`src/rtl/mlfq_pkg.sv`:
```
// Shared types and constants for the three-level feedback-queue scheduler.
// No dependencies.
package mlfq_pkg;

    localparam int NUM_LEVELS = 3;

    typedef enum logic [1:0] {
        CFG_BOOST_PERIOD = 2'd0,
        CFG_QUANTUM_L0   = 2'd1,
        CFG_QUANTUM_L1   = 2'd2,
        CFG_QUANTUM_L2   = 2'd3
    } cfg_index_t;

    typedef enum logic [0:0] {
        FUNC_ARRIVAL = 1'b0,
        FUNC_TICK    = 1'b1
    } func_t;

    typedef enum logic [3:0] {
        ST_IDLE,
        ST_ARRIVE,
        ST_BOOST_RUN,
        ST_BOOST_POP,
        ST_BOOST_PUSH,
        ST_PREEMPT,
        ST_DISPATCH,
        ST_DISP_LOAD,
        ST_SERVE,
        ST_SERVE_WB,
        ST_OUTPUT
    } state_t;

    // Controller to datapath commands
    typedef struct packed {
        logic capture;
        logic arrive;
        logic boost_tick;
        logic boost_runner;
        logic boost_pop;
        logic boost_push;
        logic preempt;
        logic dispatch;
        logic disp_load;
        logic serve;
        logic serve_wb;
        logic present;
    } cmd_t;

    // Datapath to controller status
    typedef struct packed {
        logic is_tick;
        logic boost_due;
        logic lower_busy;
        logic any_work;
        logic runner_valid;
        logic out_busy;
    } status_t;

endpackage

```
`src/rtl/mlfq_ctrl.sv`:
```
// Sequencer for the scheduler: walks each item through its arrival or tick phases.
// Depends on mlfq_pkg.
module mlfq_ctrl import mlfq_pkg::*; (
    input  logic    aclk,
    input  logic    aresetn,
    input  logic    in_valid,
    output logic    in_ready,
    input  status_t stat,
    output cmd_t    cmd
);

    state_t state_reg, state_next;

    always_ff @(posedge aclk) begin
        if (!aresetn) begin
            state_reg <= ST_IDLE;
        end else begin
            state_reg <= state_next;
        end
    end

    always_comb begin
        state_next = state_reg;
        cmd        = '0;
        in_ready   = 1'b0;
        case (state_reg)
            ST_IDLE: begin
                in_ready = !stat.out_busy;
                if (in_valid && !stat.out_busy) begin
                    cmd.capture = 1'b1;
                    state_next  = ST_ARRIVE;
                end
            end
            ST_ARRIVE: begin
                if (!stat.is_tick) begin
                    cmd.arrive = 1'b1;
                    state_next = ST_OUTPUT;
                end else begin
                    cmd.boost_tick = 1'b1;
                    state_next     = ST_BOOST_RUN;
                end
            end
            ST_BOOST_RUN: begin
                if (stat.boost_due) begin
                    cmd.boost_runner = 1'b1;
                    state_next       = ST_BOOST_POP;
                end else begin
                    state_next = ST_PREEMPT;
                end
            end
            ST_BOOST_POP: begin
                if (stat.lower_busy) begin
                    cmd.boost_pop = 1'b1;
                    state_next    = ST_BOOST_PUSH;
                end else begin
                    state_next = ST_PREEMPT;
                end
            end
            ST_BOOST_PUSH: begin
                cmd.boost_push = 1'b1;
                state_next     = ST_BOOST_POP;
            end
            ST_PREEMPT: begin
                cmd.preempt = 1'b1;
                state_next  = ST_DISPATCH;
            end
            ST_DISPATCH: begin
                cmd.dispatch = 1'b1;
                state_next   = ST_DISP_LOAD;
            end
            ST_DISP_LOAD: begin
                cmd.disp_load = 1'b1;
                state_next    = ST_SERVE;
            end
            ST_SERVE: begin
                cmd.serve  = 1'b1;
                state_next = ST_SERVE_WB;
            end
            ST_SERVE_WB: begin
                cmd.serve_wb = 1'b1;
                state_next   = ST_OUTPUT;
            end
            ST_OUTPUT: begin
                cmd.present = 1'b1;
                state_next  = ST_IDLE;
            end
            default: state_next = ST_IDLE;
        endcase
    end

endmodule

```
`src/rtl/mlfq_dp.sv`:
```
// Datapath for the scheduler: level rings, per-id tables, runner and counters.
// Depends on mlfq_pkg.
module mlfq_dp import mlfq_pkg::*; #(
    parameter int MAX_PROCS  = 16,
    parameter int BURST_BITS = 16
) (
    input  logic                  aclk,
    input  logic                  aresetn,
    input  cmd_t                  cmd,
    output status_t               stat,
    input  logic                  in_func,
    input  logic [3:0]            in_proc_id,
    input  logic [15:0]           in_burst,
    input  logic                  cfg_we,
    input  logic [1:0]            cfg_idx,
    input  logic [15:0]           cfg_data,
    output logic                  out_valid,
    input  logic                  out_ready,
    output logic [48:0]           out_data
);

    localparam int PW = (MAX_PROCS > 1) ? $clog2(MAX_PROCS) : 1;
    localparam int CW = $clog2(MAX_PROCS + 1);

    // configuration
    logic [15:0] boost_period_reg;
    logic [7:0]  quantum_reg [NUM_LEVELS];

    // rings
    logic [3:0]  ring_mem [NUM_LEVELS][MAX_PROCS];
    logic [PW-1:0] head_reg [NUM_LEVELS];
    logic [PW-1:0] tail_reg [NUM_LEVELS];
    logic [CW-1:0] count_reg [NUM_LEVELS];

    // per-id tables
    logic [BURST_BITS-1:0] rem_mem [MAX_PROCS];
    logic [1:0]            lvl_mem [MAX_PROCS];

    logic        runner_valid_reg;
    logic [3:0]  runner_id_reg;
    logic [7:0]  slice_reg;
    logic [31:0] tick_reg;
    logic [15:0] countdown_reg;

    // item and result registers
    logic        func_reg;
    logic [3:0]  pid_reg;
    logic [15:0] burst_reg;
    logic        ovf_reg, boosted_reg, pre_reg, disp_reg, fin_reg, dem_reg, idle_reg;
    logic [3:0]  rid_reg, preid_reg;
    logic [1:0]  rlev_reg;
    logic [3:0]  pop_id_reg;
    logic [BURST_BITS-1:0] rem_rd_reg;
    logic        out_valid_reg;

    // table slot of an id: the id taken modulo MAX_PROCS, built as a small lookup
    function automatic logic [PW-1:0] slot_of(logic [3:0] id);
        logic [PW-1:0] s;
        s = '0;
        for (int k = 0; k < 16; k++) begin
            if (id == 4'(k)) s = PW'(k % MAX_PROCS);
        end
        return s;
    endfunction

    logic [PW-1:0] runner_slot, pid_slot;
    assign runner_slot = slot_of(runner_id_reg);
    assign pid_slot    = slot_of(pid_reg);

    logic [NUM_LEVELS-1:0] nonempty;
    always_comb begin
        for (int l = 0; l < NUM_LEVELS; l++) nonempty[l] = (count_reg[l] != '0);
    end

    logic [1:0] run_lvl;
    assign run_lvl = (lvl_mem[runner_slot] > 2'd2) ? 2'd2 : lvl_mem[runner_slot];

    logic higher;
    assign higher = (run_lvl == 2'd1 && nonempty[0]) ||
                    (run_lvl == 2'd2 && (nonempty[0] || nonempty[1]));

    logic [1:0] top_lvl;
    assign top_lvl = nonempty[0] ? 2'd0 : (nonempty[1] ? 2'd1 : 2'd2);

    assign stat.is_tick      = func_reg;
    assign stat.boost_due    = boosted_reg;
    assign stat.lower_busy   = nonempty[1] || nonempty[2];
    assign stat.any_work     = |nonempty;
    assign stat.runner_valid = runner_valid_reg;
    assign stat.out_busy     = out_valid_reg;

    // one push port and one pop port on the rings per cycle
    logic       push_en;
    logic [1:0] push_lvl;
    logic [3:0] push_id;
    logic       pop_en;
    logic [1:0] pop_lvl;

    always_comb begin
        push_en  = 1'b0;
        push_lvl = 2'd0;
        push_id  = runner_id_reg;
        pop_en   = 1'b0;
        pop_lvl  = nonempty[1] ? 2'd1 : 2'd2;
        if (cmd.arrive) begin
            push_en = 1'b1;
            push_id = pid_reg;
        end
        if (cmd.boost_runner && runner_valid_reg) push_en = 1'b1;
        if (cmd.boost_pop) pop_en = 1'b1;
        if (cmd.boost_push) begin
            push_en = 1'b1;
            push_id = pop_id_reg;
        end
        if (cmd.preempt && runner_valid_reg && higher) begin
            push_en  = 1'b1;
            push_lvl = run_lvl;
        end
        if (cmd.dispatch && !runner_valid_reg && (|nonempty)) begin
            pop_en  = 1'b1;
            pop_lvl = top_lvl;
        end
        if (cmd.serve_wb && !idle_reg && !fin_reg && dem_reg) begin
            push_en  = 1'b1;
            push_lvl = rlev_reg;
        end
    end

    logic push_full;
    assign push_full = (count_reg[push_lvl] >= CW'(MAX_PROCS));

    always_ff @(posedge aclk) begin
        if (push_en && !push_full) ring_mem[push_lvl][tail_reg[push_lvl]] <= push_id;
    end

    always_ff @(posedge aclk) begin
        if (!aresetn) begin
            for (int l = 0; l < NUM_LEVELS; l++) begin
                head_reg[l]  <= '0;
                tail_reg[l]  <= '0;
                count_reg[l] <= '0;
            end
        end else begin
            for (int l = 0; l < NUM_LEVELS; l++) begin
                logic do_push, do_pop;
                do_push = push_en && !push_full && (push_lvl == 2'(l));
                do_pop  = pop_en && (pop_lvl == 2'(l));
                if (do_push) begin
                    tail_reg[l] <= (tail_reg[l] == PW'(MAX_PROCS - 1)) ? '0 : tail_reg[l] + 1'b1;
                end
                if (do_pop) begin
                    head_reg[l] <= (head_reg[l] == PW'(MAX_PROCS - 1)) ? '0 : head_reg[l] + 1'b1;
                end
                if (do_push && !do_pop) count_reg[l] <= count_reg[l] + 1'b1;
                else if (do_pop && !do_push) count_reg[l] <= count_reg[l] - 1'b1;
            end
        end
    end

    logic [3:0] pop_data;
    assign pop_data = ring_mem[pop_lvl][head_reg[pop_lvl]];

    // id tables
    logic [PW-1:0] pop_slot;
    assign pop_slot = slot_of(pop_id_reg);

    always_ff @(posedge aclk) begin
        if (cmd.arrive) begin
            lvl_mem[pid_slot] <= 2'd0;
            rem_mem[pid_slot] <= BURST_BITS'(burst_reg);
        end
        if (cmd.boost_runner && runner_valid_reg) lvl_mem[runner_slot] <= 2'd0;
        if (cmd.boost_push) lvl_mem[pop_slot] <= 2'd0;
        if (cmd.serve_wb && !idle_reg) begin
            if (fin_reg) rem_mem[runner_slot] <= '0;
            else rem_mem[runner_slot] <= rem_rd_reg - 1'b1;
            if (dem_reg) lvl_mem[runner_slot] <= rlev_reg;
        end
    end

    logic [7:0] q_sel;
    always_comb begin
        case (run_lvl)
            2'd0:    q_sel = quantum_reg[0];
            2'd1:    q_sel = quantum_reg[1];
            default: q_sel = quantum_reg[2];
        endcase
    end

    // control and result registers
    always_ff @(posedge aclk) begin
        if (!aresetn) begin
            boost_period_reg <= '0;
            quantum_reg[0]   <= 8'd2;
            quantum_reg[1]   <= 8'd4;
            quantum_reg[2]   <= 8'd8;
            runner_valid_reg <= 1'b0;
            runner_id_reg    <= '0;
            slice_reg        <= '0;
            tick_reg         <= '0;
            countdown_reg    <= '0;
            out_valid_reg    <= 1'b0;
        end else begin
            if (cfg_we) begin
                case (cfg_index_t'(cfg_idx))
                    CFG_BOOST_PERIOD: begin
                        boost_period_reg <= cfg_data;
                        countdown_reg    <= '0;
                    end
                    CFG_QUANTUM_L0: quantum_reg[0] <= cfg_data[7:0];
                    CFG_QUANTUM_L1: quantum_reg[1] <= cfg_data[7:0];
                    CFG_QUANTUM_L2: quantum_reg[2] <= cfg_data[7:0];
                    default: ;
                endcase
            end
            if (out_valid_reg && out_ready) out_valid_reg <= 1'b0;
            if (cmd.present) out_valid_reg <= 1'b1;
            if (cmd.boost_tick) begin
                if (boost_period_reg == '0) countdown_reg <= '0;
                else if (countdown_reg == '0) countdown_reg <= boost_period_reg;
                else if (countdown_reg == 16'd1) countdown_reg <= boost_period_reg;
                else countdown_reg <= countdown_reg - 1'b1;
            end
            if (cmd.boost_runner) begin
                runner_valid_reg <= 1'b0;
                slice_reg        <= '0;
            end
            if (cmd.preempt && runner_valid_reg && higher) begin
                runner_valid_reg <= 1'b0;
                slice_reg        <= '0;
            end
            if (cmd.dispatch && !runner_valid_reg && (|nonempty)) begin
                runner_id_reg    <= pop_data;
                runner_valid_reg <= 1'b1;
            end
            if (cmd.disp_load && disp_reg) begin
                slice_reg <= (q_sel == '0) ? 8'd1 : q_sel;
            end
            if (cmd.serve) begin
                tick_reg <= tick_reg + 1'b1;
                if (runner_valid_reg) begin
                    if (rem_rd_reg <= BURST_BITS'(1)) begin
                        runner_valid_reg <= 1'b0;
                        slice_reg        <= '0;
                    end else begin
                        slice_reg <= (slice_reg == '0) ? '0 : slice_reg - 1'b1;
                        if (slice_reg <= 8'd1) runner_valid_reg <= 1'b0;
                    end
                end
            end
        end
    end

    // item capture, per-item flags and table read registers
    always_ff @(posedge aclk) begin
        if (cmd.capture) begin
            func_reg    <= in_func;
            pid_reg     <= in_proc_id;
            burst_reg   <= in_burst;
            ovf_reg     <= 1'b0;
            boosted_reg <= 1'b0;
            pre_reg     <= 1'b0;
            preid_reg   <= '0;
            disp_reg    <= 1'b0;
            fin_reg     <= 1'b0;
            dem_reg     <= 1'b0;
            idle_reg    <= 1'b0;
            rid_reg     <= '0;
            rlev_reg    <= '0;
        end
        if (push_en && push_full) ovf_reg <= 1'b1;
        if (cmd.boost_tick) begin
            boosted_reg <= (boost_period_reg != '0) && (countdown_reg == 16'd1);
        end
        if (cmd.boost_pop) begin
            pop_id_reg <= pop_data;
        end
        if (cmd.preempt && runner_valid_reg && higher) begin
            pre_reg   <= 1'b1;
            preid_reg <= runner_id_reg;
        end
        if (cmd.dispatch && !runner_valid_reg && (|nonempty)) disp_reg <= 1'b1;
        if (cmd.disp_load) begin
            rem_rd_reg <= rem_mem[runner_slot];
        end
        if (cmd.serve) begin
            if (!runner_valid_reg) begin
                idle_reg <= 1'b1;
            end else begin
                rid_reg <= runner_id_reg;
                if (rem_rd_reg <= BURST_BITS'(1)) begin
                    fin_reg  <= 1'b1;
                    rlev_reg <= run_lvl;
                end else if (slice_reg <= 8'd1) begin
                    dem_reg  <= 1'b1;
                    rlev_reg <= (run_lvl < 2'd2) ? run_lvl + 2'd1 : 2'd2;
                end else begin
                    rlev_reg <= run_lvl;
                end
            end
        end
    end

    assign out_valid = out_valid_reg;
    assign out_data  = {tick_reg, dem_reg, fin_reg, disp_reg, preid_reg, pre_reg,
                        boosted_reg, rlev_reg, rid_reg, idle_reg, ovf_reg};

endmodule

```
`src/rtl/mlfq_three_level_scheduler_top.sv`:
```
// Top level of the three-level feedback-queue scheduler.
// Depends on mlfq_pkg, mlfq_ctrl and mlfq_dp.
//
// One item is taken at a time. An arrival is pushed to level 0 and its result
// presented; a tick runs the boost check, the preemption check, dispatch, the
// table read, the service step and its write-back before its result is shown,
// and a tick that boosts first moves the runner and every entry of levels 1
// and 2 into level 0. The boost walk, one ring pop and one push per entry
// through single ring ports, sets the longest case. A new item is taken in
// the cycle after the previous result has been transferred.
module mlfq_three_level_scheduler_top import mlfq_pkg::*; #(
    parameter int MAX_PROCS  = 16,
    parameter int BURST_BITS = 16
) (
    input  logic        aclk,
    input  logic        aresetn,
    input  logic        s_tvalid,
    output logic        s_tready,
    input  logic [23:0] s_tdata,   // proc_id[3:0], burst[19:4], zero fill[23:20]
    input  logic        s_tuser,   // func
    output logic        m_tvalid,
    input  logic        m_tready,
    output logic [55:0] m_tdata,   // queue_overflow, cpu_idle, run_id, run_level, boosted,
                                   // preempted, preempted_id, dispatched, finished,
                                   // demoted, time_now, zero fill
    input  logic        cfg_we,
    input  logic [1:0]  cfg_idx,
    input  logic [15:0] cfg_data
);

    cmd_t    cmd;
    status_t stat;
    logic [48:0] res;

    mlfq_ctrl u_ctrl (
        .aclk     (aclk),
        .aresetn  (aresetn),
        .in_valid (s_tvalid),
        .in_ready (s_tready),
        .stat     (stat),
        .cmd      (cmd)
    );

    mlfq_dp #(.MAX_PROCS(MAX_PROCS), .BURST_BITS(BURST_BITS)) u_dp (
        .aclk       (aclk),
        .aresetn    (aresetn),
        .cmd        (cmd),
        .stat       (stat),
        .in_func    (s_tuser),
        .in_proc_id (s_tdata[3:0]),
        .in_burst   (s_tdata[19:4]),
        .cfg_we     (cfg_we),
        .cfg_idx    (cfg_idx),
        .cfg_data   (cfg_data),
        .out_valid  (m_tvalid),
        .out_ready  (m_tready),
        .out_data   (res)
    );

    assign m_tdata = {7'd0, res};

endmodule

```
`config.mk`:
```
export PLATFORM = sky130hd
export DESIGN_NAME = mlfq_three_level_scheduler_top
export DESIGN_NICKNAME = d
export VERILOG_FILES = /design/src/rtl/mlfq_pkg.sv /design/src/rtl/mlfq_ctrl.sv /design/src/rtl/mlfq_dp.sv /design/src/rtl/mlfq_three_level_scheduler_top.sv
export SDC_FILE = /design/constraint.sdc
export NUM_CORES = 1
export LEC_CHECK = 0
export BUFFER_PORTS_ARGS = -buffer_cell sky130_fd_sc_hd__clkbuf_2
export CAP_MARGIN = 0
export CELL_PAD_IN_SITES_DETAIL_PLACEMENT = 1
export CELL_PAD_IN_SITES_GLOBAL_PLACEMENT = 2
export CORE_MARGIN = 5
export CORE_UTILIZATION = 45
export CTS_BUF_LIST = sky130_fd_sc_hd__clkbuf_8
export DETAILED_ROUTE_END_ITERATION = 8
export PLACE_DENSITY_LB_ADDON = 0.1
export SKIP_CTS_REPAIR_TIMING = 1
export SYNTH_ARGS = -nofsm -noshare
export SYNTH_HDL_FRONTEND = slang
export SYNTH_HIERARCHICAL = 1
export SYNTH_SLANG_ARGS = --single-unit
```
`constraint.sdc`:
```
create_clock -name aclk -period 9.4 [get_ports aclk]
set_input_delay 1.88 -clock aclk [delete_from_list [all_inputs] [get_ports aclk]]
set_output_delay 1.88 -clock aclk [all_outputs]
set_load 0.03 [all_outputs]
```
# After elaboration in Yosys (flattened, before gate mapping)
# Memory sizes are Yosys's and may differ from the RTL's. A register that Yosys moved wholly into a read port is not among the register bits.
# Index checks and enable logic that the tools add are counted.
[op_classes]
addsub = 17
mul = 0
div = 0
magnitude_cmp = 8
eq_ne = 72
shift = 0
mux = 236
bitwise = 19
reduce_logical = 67
[op_table]
columns = ["operator", "n"]
rows = [
  ["2-to-1 mux 4 bit", 51],
  ["equality test 4 bit (second input constant)", 33],
  ["2-to-1 mux 16 bit", 8],
  ["2-to-1 mux 1 bit", 120],
  ["2-to-1 mux 8 bit", 11],
  ["equality test 4 x 3 -> 1 bit (second input constant)", 16],
  ["2-to-1 mux 64 bit", 1],
  ["2-to-1 mux 2 bit", 22],
  ["one-hot mux 4 bit (10 select lines)", 1],
  ["2-to-1 mux 3 bit", 13],
  ["adder 32 x 1 -> 32 bit (second input constant)", 1],
  ["equality test 4 x 2 -> 1 bit (second input constant)", 8],
  ["zero test 16 bit", 2],
  ["subtractor 16 x 1 -> 16 bit (second input constant)", 2],
  ["2-to-1 mux 5 bit", 6],
  ["logical AND 1 bit", 29],
  ["adder 4 x 1 -> 4 bit (second input constant)", 6],
  ["bitwise OR 1 bit", 17],
  ["binary-select mux 4 bit (select 4 bit)", 1],
  ["demux 4 bit (select 4 bit)", 1],
  ["equality test 16 x 1 -> 1 bit (second input constant)", 1],
  ["equality test 4 x 1 -> 1 bit (second input constant)", 4],
  ["less-or-equal comparator 16 x 1 -> 1 bit (second input constant)", 1],
  ["zero test 8 bit", 2],
  ["other kinds (25)", 62],
]
[word_totals]
ff_bits = 124
latchBits = 0
ram_bits = 543
romBits = 0
inputBits = 48
output_inout_bits = 58
word_cells = 448
memories = 7
[memory_table]
columns = ["name", "depth", "width", "read_ports", "rd_clocked_by_memory_dff", "write_ports", "line_no", "rtl"]
rows = [
  ["u_dp.rem_mem", 16, 16, 1, 1, 1, "mlfq_dp.sv:36", "logic [BURST_BITS-1:0] rem_mem [MAX_PROCS];"],
  ["u_dp.ring_mem", 3, 64, 1, 0, 1, "mlfq_dp.sv:30", "logic [3:0] ring_mem [NUM_LEVELS][MAX_PROCS];"],
  ["u_dp.lvl_mem", 16, 2, 1, 0, 1, "mlfq_dp.sv:37", "logic [1:0] lvl_mem [MAX_PROCS];"],
  ["u_dp.quantum_reg", 3, 8, 3, 0, 3, "mlfq_dp.sv:27", "logic [7:0] quantum_reg [NUM_LEVELS];"],
  ["u_dp.count_reg", 3, 5, 4, 0, 3, "mlfq_dp.sv:33", "logic [CW-1:0] count_reg [NUM_LEVELS];"],
  ["u_dp.head_reg", 3, 4, 4, 0, 3, "mlfq_dp.sv:31", "logic [PW-1:0] head_reg [NUM_LEVELS];"],
  ["+1 memories", "--", "--", "--", "--", "--", "--", ""],
]

# Longest topological paths before layout
# Gate-level depths: netlist of run 1.
# An unclocked memory read counts as a cell.
[depth]
ltp_word = 37
ltp_mapped = 17
ltp_nobuf = 16

# Hierarchy
# Netlist of run 1, hierarchy kept.
[modules_own_cells]
columns = ["mod", "n_inst", "cells_each", "area_each_um2", "seq_area_each_um2"]
rows = [
  ["mlfq_dp", 1, 2842, 32459.9, 19168.4],
  ["mlfq_ctrl", 1, 45, 324.1, 80.1],
  ["mlfq_three_level_scheduler_top", 1, 8, 56.3, 0.0],
]

# Least setup slack after synthesis of run 1
# No wires, ideal clock.
[synth_path]
path_type = "input to register"
startpoint = "in s_tvalid"
endpoint = "reg u_dp.dem_reg"
setup_ns = 0.117
t_arrival_ns = 4.287
required_time_ns = 9.283
setup_slack_ns = 4.996
stages = 4
path_buffers = 1
cell_sequence = "nor3b_1 > inv_1 > clkbuf_1 > a22o_1"
[synth_via]
elab_chain_cells = 8
[synth_lines]
columns = ["element", "line_no", "rtl"]
rows = [
  ["start: declaration", "mlfq_three_level_scheduler_top.sv:17", "input logic s_tvalid,"],
  ["logical AND 1 bit *", "mlfq_ctrl.sv:29", "if (in_valid && !stat.out_busy) begin"],
  ["2-to-1 mux 1 bit *", "mlfq_ctrl.sv:29", ""],
  ["2-to-1 mux 1 bit *", "mlfq_ctrl.sv:26", "case (state_reg)"],
  ["2-to-1 mux 1 bit *", "mlfq_dp.sv:256", "if (cmd.capture) begin"],
  ["2-to-1 mux 1 bit", "mlfq_dp.sv:294", "end else if (slice_reg <= 8'd1) begin"],
  ["2-to-1 mux 1 bit", "mlfq_dp.sv:291", "if (rem_rd_reg <= BURST_BITS'(1)) begin"],
  ["2-to-1 mux 1 bit", "mlfq_dp.sv:287", "if (!runner_valid_reg) begin"],
  ["2-to-1 mux 1 bit *", "mlfq_dp.sv:286", "if (cmd.serve) begin"],
  ["end signal: assignment", "mlfq_dp.sv:266", "dem_reg <= 1'b0;"],
  ["end signal: assignment", "mlfq_dp.sv:295", "dem_reg <= 1'b1;"],
  ["end: declaration", "mlfq_dp.sv:49", "logic ovf_reg, boosted_reg, pre_reg, disp_reg, fin_reg, dem_reg, idle_reg;"],
]
# Every way passes the cells marked *; elsewhere a longest branch is shown, timed or not.
# A chain may end at the register's enable or synchronous reset.

==> summary.md, run 1 <==
| Metric | Value |
|---|---|
| Largest net degree at the start of global routing | `76` |
| Register area | `0.0193 mm²` |
| Gate Count Post-Synth | `2893` |
| Capturing element type of the critical path | `flip-flop` |
| Residual DRC count | `0` |
| GR Util All Layers | `0.261` |
| Commonest non-fill, non-tap cells in the layout | `557 x edfxtp_1, 470 x nand2_1, 322 x o21ai_0` |
| FF-to-FF setup slack | `3.70 ns` |
| Status | `finished, final reports clean` |
| Hold EP | `u_dp/countdown_reg[14]` |
| Overflow after GRT | `0` |
| Worst-path fanout max | `63` |
| CTS Root Buffer Type | `clkbuf_8` |
| Antenna violations before repair | `2` |
| Flop pwr share | `0.524` |
| Place WS | `3.68 ns` |
| Area of the core | `0.0727 mm²` |
| Die H | `280 µm` |
| H-tree depth | `3` |
| Via count | `23956` |
| IO buf count | `94` |
| DRT Pass-1 Iters | `5` |
| Largest Register | `u_dp/rem_mem` |
| R2R cell count | `13` |
| Final nets | `3007` |
| DIE WIDTH | `280 µm` |
| Final WS setup | `3.70 ns` |
| Static Leak | `12.9 nW` |
| Rel. slew slack | `0.118` |
| Clock transition at the registers of the reported paths | `0.06 ns` |
| CP startpoint kind | `flip-flop` |
| WHS Path Cells | `2` |
| Vias per inst | `6.00` |
| HPWL Detailed | `64.9 mm` |
| Power Internal | `0.00485 W` |
| Peak supply drop | `0.000118 V` |
| Avg Cell Area, Syn | `11.3 µm²` |
| DRT iter0 DRCs | `1697` |
| Synthesized area | `0.0328 mm²` |
| HP Class | `flip-flop to flip-flop` |
| IO Pins | `106` |
| Sw power | `0.00172 W` |
| Most common cell after layout, fill and taps aside | `edfxtp_1` |
| Slew Limit Fails | `0` |
| Row cnt | `99` |
| Fin. Hold Viols | `0` |
| Largest register FFs | `256` |
| Clock share of power | `0.391` |
| Syn-to-layout area delta | `10.6%` |
| Reg2reg end | `u_dp/count_reg[0][4]` |
| First-pass GRT wire length | `157 mm` |
| Clk buf depth | `3` |
| CTS tree | `done` |
| Crit Path Category | `flip-flop to flip-flop` |
| Yosys warning total | `6` |
| Logic pwr share | `0.085` |
| Slew of the pin with the lowest slew margin | `1.31 ns` |
| Max-cap violations | `0` |
| Area of the multi-input gates | `0.0126 mm²` |
| Worst skew pair latency | `0.76 ns` |
| RSZ-0062 raised after global routing | `no` |
| Crit path DAT | `6.18 ns` |
| Post-route ant nets | `0` |
| Worst Path Required | `9.87 ns` |
| Post-Route Setup TNS | `0 ns` |
| Share of layout cells above drive strength 1 | `0.152` |
| Drt total wl | `104 mm` |
| CTS buffer count | `118` |
| Die ar. | `0.0785 mm²` |
| Period utilisation layout | `0.607` |
| Initial Util | `0.451` |
| Fmax | `175 MHz` |
| Clk_skew | `0.0685 ns` |
| Final setup vio count | `0` |
| Fillers | `7640` |
| Wirelength per Cell | `26.0 µm` |
| CTS Sinks | `683` |
| Reg-to-Reg Start | `u_dp/runner_id_reg[0]` |
| Post-layout minimum cycle time | `5.70 ns` |
| P per Cell Area | `181 mW/mm²` |
| Sw Ratio | `0.262` |
| Vias in the first global route | `25241` |
| Gp weighted congestion | `0.815` |
| Hold Startpoint | `u_dp/countdown_reg[14]` |
-- worst max-delay path, stage by stage, from the launching register on --
cell,delay (ns)
dfxtp_4,0.69
buf_4,0.91
mux4_2,0.62
mux4_2,0.73
a31o_1,0.41
a211o_1,0.40
a211oi_2,0.34
nor2_1,0.20
fa_1,0.45
a21o_1,0.18
a21oi_1,0.17
xnor2_1,0.15
xnor2_1,0.13
nor2_1,0.05
-- area by class of cell --
type                            instances  share of cell area
Antenna cell                            1           0.0000689
Clock buffer                          123              0.0466
Clock inverter                         96              0.0145
Inverter                               26             0.00269
Multi-Input combinational cell       1947               0.346
Sequential cell                       683               0.530
Tap cell                              959              0.0330
Timing Repair Buffer                  160              0.0266
-- through the flow --
stage	power, W	util	std cells	hold WS (ns)	cell area, µm²
6_report	0.00657	0.500	3995	0.482	36300
3_5_place_dp	0.00406	0.469	3775	0.480	34100
3_3_place_gp	0.00403	0.469	3775	0.466	34100
2_1_floorplan	0.00386	-	2899	0.431	32900
5_1_grt	0.00686	0.500	3995	0.524	36300
4_1_cts	0.00665	0.500	3994	0.492	36300
-- routing by layer --
layer | track usage | up-vias | share of wire
li1 | - | 10752 | -
met1 | 0.332 | 12214 | 0.41
met2 | 0.450 | 755 | 0.49
met3 | 0.0364 | 233 | 0.052
met4 | 0.112 | 2 | 0.045
met5 | 0 | - | 0.00011
-- power groups by stage --
stage	clock network [W]	registers [W]	logic [W]
global placement	0	0.00350	0.000533
CTS	0.00265	0.00344	0.000558
detailed placement	0	0.00350	0.000555
floorplan	0	0.00345	0.000403
global route	0.00280	0.00345	0.000615
finish	0.00257	0.00344	0.000556
-- worst max-delay path by stage --
stage	start	end	depth (start not counted)
after floorplan	s_tvalid	u_dp/dem_reg	4
after global placement	u_dp/runner_id_reg[0]	u_dp/count_reg[0][4]	13
after detailed placement	u_dp/runner_id_reg[0]	u_dp/count_reg[0][4]	13
after CTS	u_dp/runner_id_reg[0]	u_dp/count_reg[0][4]	13
after global routing	u_dp/runner_id_reg[0]	u_dp/count_reg[1][4]	14
final	u_dp/runner_id_reg[0]	u_dp/count_reg[0][4]	13
No activity file was read; power rests on OpenSTA's default activity.
==> inputs of run 2 (changes only) <==
--- a/config.mk
+++ b/config.mk
@@ -10,7 +10,7 @@
 export CELL_PAD_IN_SITES_DETAIL_PLACEMENT = 1
 export CELL_PAD_IN_SITES_GLOBAL_PLACEMENT = 2
 export CORE_MARGIN = 5
-export CORE_UTILIZATION = 45
+export CORE_UTILIZATION = 44
 export CTS_BUF_LIST = sky130_fd_sc_hd__clkbuf_8
 export DETAILED_ROUTE_END_ITERATION = 8
 export PLACE_DENSITY_LB_ADDON = 0.1
==> constraint.sdc (replaced) <==
create_clock -name aclk -period 5.4 [get_ports aclk]
set_input_delay 1.08 -clock aclk [delete_from_list [all_inputs] [get_ports aclk]]
set_output_delay 1.08 -clock aclk [all_outputs]
set_load 0.03 [all_outputs]
==> run 2 against run 1 <==
Against the previous run: core utilization fell by 0.73 points; combinational power rose by 75%; first-iteration DRC count up 6.6%; routed wire length up 0.73%; global-route usage shrank 0.57 points; highest routed layer is now met4.
==> summary.md, run 2 (synthesis results as in run 1) <==
| Metric | Value |
|---|---|
| Worst skew pair latency | `0.76 ns (about the same)` |
| DR top layer | `met4` |
| Vias per inst | `5.96 (-0.53%)` |
| Gp weighted congestion | `0.818 (+0.34%)` |
| R2R cell count | `10 (-3)` |
| FF-to-FF setup slack | `0.71 ns (-2.99 ns)` |
| DRT iter0 DRCs | `1809 (+6.6%)` |
| GR Util All Layers | `0.256 (-0.00565)` |
| Row cnt | `100 (+1.0%)` |
| HP Class | `flip-flop to flip-flop` |
| RSZ-0062 raised after global routing | `no` |
| Critical-path cell with the highest stage delay | `a21oi_1` |
| Largest net degree at the start of global routing | `77 (+1.3%)` |
| Logic depth of the worst setup path including buffers | `10 (-3)` |
| Die ar. | `0.0802 mm² (+2.2%)` |
| Crit path DAT | `5.07 ns (-1.11 ns)` |
| CP cell instances | `buf_4, mux4_2, mux2i_1, mux2i_1, a21oi_1, buf_4, mux2i_1, a21o_1, nand3_1, nor2_1` |
| H-tree depth | `3 (unchanged)` |
| Clock transition at the registers of the reported paths | `0.06 ns (about the same)` |
| Via count | `24008 (+0.22%)` |
| Reg-to-Reg Start | `u_dp/runner_id_reg[3]` |
| Static Leak | `13.0 nW (+1.0%)` |
| CTS Root Buffer Type | `clkbuf_8` |
| Post-Route Setup TNS | `0 ns (unchanged)` |
| CTS tree | `done` |
| Tot Pwr | `0.0115 W (+75%)` |
| Slew Limit Fails | `0 (unchanged)` |
| Final setup vio count | `0 (unchanged)` |
| Most common cell after layout, fill and taps aside | `edfxtp_1` |
| Largest Register | `u_dp/rem_mem` |
| Cell family with most CP delay | `simple AND/OR/NAND/NOR gates` |
| HPWL Detailed | `66.6 mm (+2.7%)` |
| DIE WIDTH | `283 µm (+1.1%)` |
| Slew of the pin with the lowest slew margin | `1.28 ns (-0.0242 ns)` |
| Buf/Inv on CP | `2 (+1)` |
| Final core utilization | `0.492 (-0.00730)` |
| Rel. slew slack | `0.134 (+0.0163)` |
| Overflow after GRT | `0 (unchanged)` |
| Area of the core | `0.0742 mm² (+2.0%)` |
| Worst-path fanout max | `18 (-71%)` |
| Capturing element type of the critical path | `flip-flop` |
| DRT Pass-1 Iters | `5 (unchanged)` |
| First-pass GRT wire length | `159 mm (+1.4%)` |
| Clk_skew | `0.0453 ns (-0.0232 ns)` |
| WHS Path Cells | `2 (unchanged)` |
| Peak supply drop | `0.000192 V (+63%)` |
| CP startpoint kind | `flip-flop` |
| CP peak stage delay | `0.71 ns (-0.20 ns)` |
| Fin. Hold Viols | `0 (unchanged)` |
| Die H | `283 µm (+1.1%)` |
| Max-cap violations | `0 (unchanged)` |
| Share of layout cells above drive strength 1 | `0.159 (+0.00719)` |
| IO Pins | `106 (unchanged)` |
| DR WL met2 | `52.2 mm (+2.0%)` |
| CP startpoint | `u_dp/runner_id_reg[3]` |
| Status | `finished, final reports clean` |
| Commonest non-fill, non-tap cells in the layout | `557 x edfxtp_1, 471 x nand2_1, 322 x o21ai_0` |
| CTS buffer count | `118 (unchanged)` |
| Met3 WL | `5.13 mm (-5.1%)` |
| End of the critical path | `u_dp/ring_mem[0][40]` |
| Initial Util | `0.442 (-0.00904)` |
| Post-layout minimum cycle time | `4.69 ns (-1.01 ns)` |
| Wirelength per Cell | `26.0 µm (about the same)` |
| Drt total wl | `105 mm (+0.73%)` |
| Period utilisation layout | `0.869 (+0.262)` |
| Crit Path Category | `flip-flop to flip-flop` |
| Post-route ant nets | `0 (unchanged)` |
| Clk buf depth | `3 (unchanged)` |
| Vias in the first global route | `25450 (+0.83%)` |
| P per Cell Area | `315 mW/mm² (+74%)` |
| Final nets | `3026 (+0.63%)` |
| Reg2reg end | `u_dp/ring_mem[0][40]` |
| CTS Sinks | `683 (unchanged)` |
| Worst Path Required | `5.78 ns (-4.09 ns)` |
| Syn-to-layout area delta | `11.3%` |
| Residual DRC count | `0 (unchanged)` |
| Fmax | `213 MHz (+22%)` |
| IO buf count | `94 (unchanged)` |
| CP most frequent cell | `mux2i_1` |
| Largest register FFs | `256 (unchanged)` |
| Antenna violations before repair | `2 (unchanged)` |
| WL met1 | `43.5 mm (+1.8%)` |
[run 2: worst reg2reg max path, delay by kind of cell, from the launching register on]
kind | cells | cell delay, ns
DFF | 1 | 0.63
buffers and inverters | 2 | 0.68
AOI/OAI and AO/OA | 2 | 0.89
and+or+nand+nor | 2 | 1.09
muxes | 4 | 1.05
[run 2: worst min-delay path by stage]
stage / from / to / slack [ns]
detailed placement: u_dp/boost_period_reg[3] / u_dp/boost_period_reg[3] / 0.48
finish: u_dp/boost_period_reg[13] / u_dp/boost_period_reg[13] / 0.49
global route: s_tdata[10] / u_dp/burst_reg[6] / 0.46
global placement: u_dp/rid_reg[1] / u_dp/rid_reg[1] / 0.46
floorplan: u_dp/pre_reg / u_dp/pre_reg / 0.43
CTS: s_tdata[10] / u_dp/burst_reg[6] / 0.44
[run 2: per-stage QoR]
step	instances	cell area (µm²)	worst slack (ns)	hold WS (ns)
6_report	4025	36500	0.706	0.488
5_1_grt	4025	36500	0.483	0.463
3_5_place_dp	3804	34300	0.724	0.483
4_1_cts	4024	36500	0.697	0.445
3_3_place_gp	3804	34300	0.745	0.464
2_1_floorplan	2899	32900	1.38	0.431
[run 2: routing by layer]
| metal | vias up | track usage |
|---|---|---|
| met5 | - | 0 |
| met4 | 0 | 0.0981 |
| met3 | 209 | 0.0343 |
| met2 | 727 | 0.443 |
| met1 | 12292 | 0.329 |
| li1 | 10780 | - |
[run 2: cell type report]
type	count	area, µm²
repair buffers	179	1110
fillers	7909	37700
diodes	1	2.50
flip-flops and latches	683	19300
clock inverters	86	422
well taps	969	1210
inverters	26	97.6
multi-input cells	1947	12600
clock buffers	134	1840
[run 2: power by group]
group          leakage, nW  internal [W]  switching (W)
registers             6.13       0.00585       0.000141
logic                 5.56      0.000322       0.000653
clock network         1.34       0.00232        0.00221
==> inputs of run 3 (changes only) <==
==> constraint.sdc (replaced) <==
create_clock -name aclk -period 5.4 [get_ports aclk]
set_input_delay 0.54 -clock aclk [delete_from_list [all_inputs] [get_ports aclk]]
set_output_delay 0.54 -clock aclk [all_outputs]
set_load 0.03 [all_outputs]
==> run 3 against run 2 <==
Against the previous run: sequential cell count unchanged; clock-buffer cell count decreased by 14; design area increased by 0.14%; critical endpoint is now u_dp/ring_mem[2][46]; largest power group unchanged.
==> summary.md, run 3 (synthesis results as in run 1) <==
| Metric | Value |
|---|---|
| Status | `finished, final reports clean` |
| Initial Util | `0.442 (unchanged)` |
| Worst-path fanout max | `13 (-5)` |
| Vias per inst | `5.94 (-0.43%)` |
| HPWL Detailed | `66.8 mm (+0.20%)` |
| Sw power | `0.00298 W (-0.79%)` |
| Worst skew pair latency | `0.74 ns (-0.02 ns)` |
| Residual DRC count | `0 (unchanged)` |
| Row cnt | `100 (unchanged)` |
| Overflow after GRT | `0 (unchanged)` |
| Slew Limit Fails | `0 (unchanged)` |
| Final core utilization | `0.493 (+0.000708)` |
| Place WS | `0.775 ns (+0.0509 ns)` |
| Final nets | `3037 (+0.36%)` |
| Clk_skew | `0.0529 ns (+0.00756 ns)` |
| Share of layout cells above drive strength 1 | `0.157 (-0.00265)` |
| Gp weighted congestion | `0.834 (+2.0%)` |
| Largest register FFs | `256 (unchanged)` |
| Logic pwr share | `0.086 (about the same)` |
| CTS buffer count | `118 (unchanged)` |
| Placed inst area | `0.0342 mm² (about the same)` |
| Vias in the first global route | `25533 (+0.33%)` |
| DRT iter0 DRCs | `1778 (-1.7%)` |
| Final WS setup | `0.767 ns (+0.0604 ns)` |
| Post-Route Setup TNS | `0 ns (unchanged)` |
| Peak supply drop | `0.000178 V (-7.2%)` |
| HP Class | `input port to flip-flop` |
| Capturing element type of the critical path | `flip-flop` |
| Rel. slew slack | `0.173 (+0.0386)` |
| CP cell instances | `buf_4, mux4_2, mux2i_1, mux2i_1, a21oi_1, buf_4, mux2i_1, a21o_1, nand3_1, nor2_1` |
| Static Leak | `13.0 nW (about the same)` |
| IO Pins | `106 (unchanged)` |
| Flop pwr share | `0.522 (about the same)` |
| Cell family with most CP delay | `simple AND/OR/NAND/NOR gates` |
| Area of the core | `0.0742 mm² (unchanged)` |
| Final Instance Area | `0.0366 mm² (+0.14%)` |
| Crit path DAT | `5.02 ns (-0.05 ns)` |
| Largest net degree at the start of global routing | `62 (-19%)` |
| Via count | `23947 (-0.25%)` |
| Drt total wl | `105 mm (+0.35%)` |
| CP most frequent cell | `mux2i_1` |
| Hold_ws | `0.0594 ns (-0.428 ns)` |
| DRT Pass-1 Iters | `7 (+2)` |
| Worst Path Required | `5.78 ns (about the same)` |
| R2R cell count | `10 (unchanged)` |
| Critical-path cell with the highest stage delay | `a21oi_1` |
| Syn-to-layout area delta | `11.4%` |
| CTS Root Buffer Type | `clkbuf_8` |
| Power Internal | `0.00849 W (about the same)` |
| Crit Path Category | `flip-flop to flip-flop` |
| Period utilisation layout | `0.858 (-0.0112)` |
| Fin. Hold Viols | `0 (unchanged)` |
| CTS tree | `done` |
| Largest Register | `u_dp/rem_mem` |
| Clk buf depth | `3 (unchanged)` |
| Antenna violations before repair | `3 (+1)` |
| Most common cell after layout, fill and taps aside | `edfxtp_1` |
| DIE WIDTH | `283 µm (unchanged)` |
| Commonest non-fill, non-tap cells in the layout | `557 x edfxtp_1, 471 x nand2_1, 322 x o21ai_0` |
| CTS Sinks | `683 (unchanged)` |
| Post-route ant nets | `0 (unchanged)` |
| Post-layout minimum cycle time | `4.63 ns (-0.0604 ns)` |
| Die H | `283 µm (unchanged)` |
| Slew of the pin with the lowest slew margin | `1.24 ns (-0.0474 ns)` |
| CP peak stage delay | `0.64 ns (-0.07 ns)` |
| WHS Path Cells | `3 (+1)` |
| Final setup vio count | `0 (unchanged)` |
| GR Util All Layers | `0.256 (about the same)` |
| H-tree depth | `3 (unchanged)` |
| IO buf count | `94 (unchanged)` |
| CP startpoint kind | `flip-flop` |
| Fmax | `216 MHz (+1.3%)` |
| Logic depth of the worst setup path including buffers | `10 (unchanged)` |
| RSZ-0062 raised after global routing | `no` |
| Max-cap violations | `0 (unchanged)` |
| P per Cell Area | `314 mW/mm² (-0.35%)` |
| Wirelength per Cell | `26.1 µm (+0.17%)` |
| Clock transition at the registers of the reported paths | `0.07 ns (about the same)` |
| Buf/Inv on CP | `2 (unchanged)` |
| Fillers | `7951 (+0.53%)` |
| Die ar. | `0.0802 mm² (unchanged)` |
| Sw Ratio | `0.260 (-0.00151)` |
| First-pass GRT wire length | `159 mm (about the same)` |
| Clock share of power | `0.392 (-0.002)` |
run 3: cell types whose count changed in the layout (fill, tap and decap cells not counted), moves of 2 or more:
cell / previous run / this run
bufinv_16: 1 / 5
inv_1: 72 / 70
buf_4: 85 / 83
inv_8: 2 / 4
clkbuf_8: 134 / 120
clkinv_1: 20 / 25
clkinv_8: 2 / 0
clkinv_2: 13 / 16
dlygate4sd3_1: 0 / 11
run 3: routing by layer:
layer | vias up | part of all wire | routed length, µm | global-route usage
met1 | 12193 | 0.42 | 43900 | 0.329
met4 | 0 | 0.036 | 3740 | 0.0911
met2 | 756 | 0.49 | 52000 | 0.447
met5 | - | 0 | 0 | 0
li1 | 10802 | - | - | -
met3 | 196 | 0.053 | 5520 | 0.0332
run 3: cell type report:
cell class / count / area [µm²] / share of cell area
tap: 969 / 1210 / 0.0331
timing repair buffer: 190 / 1220 / 0.0333
multi-input combinational: 1947 / 12600 / 0.344
sequential: 683 / 19300 / 0.527
clock inverter: 96 / 559 / 0.0153
clock buffer: 120 / 1650 / 0.0452
inverter: 26 / 97.6 / 0.00267
antenna: 1 / 2.50 / 0.0000684
run 3: per-stage QoR:
step / power, W / cells
6_report: 0.0115 / 4032
5_1_grt: 0.0120 / 4032
4_1_cts: 0.0116 / 4018
3_5_place_dp: 0.00708 / 3802
3_3_place_gp: 0.00703 / 3802
2_1_floorplan: 0.00672 / 2899
run 3: path summary, 6_finish.rpt:
kind | startpoint | endpoint | slack [ns]
min reg2reg | u_dp/rid_reg[3] | u_dp/rid_reg[3] | 0.48
min | cfg_data[15] | u_dp/boost_period_reg[15] | 0.06
max | u_dp/runner_id_reg[3] | u_dp/ring_mem[2][46] | 0.77
max reg2reg | u_dp/runner_id_reg[3] | u_dp/ring_mem[2][46] | 0.77
run 3: power by group through the flow:
stage / Sequential, W / Combinational (W) / Clock (W)
2_1_floorplan: 0.00601 / 0.000702 / 0
3_3_place_gp: 0.00609 / 0.000940 / 0
3_5_place_dp: 0.00610 / 0.000978 / 0
4_1_cts: 0.00599 / 0.000984 / 0.00462
5_1_grt: 0.00600 / 0.00108 / 0.00490
6_report: 0.00599 / 0.000987 / 0.00449
run 3: worst register-to-register path, cell delays in order (launching register included):
cell and delay [ns]:
dfxtp_2 0.56, buf_4 0.35, mux4_2 0.34, mux2i_1 0.27
mux2i_1 0.29, a21oi_1 0.64, buf_4 0.26, mux2i_1 0.23
a21o_1 0.16, nand3_1 0.59, nor2_1 0.60
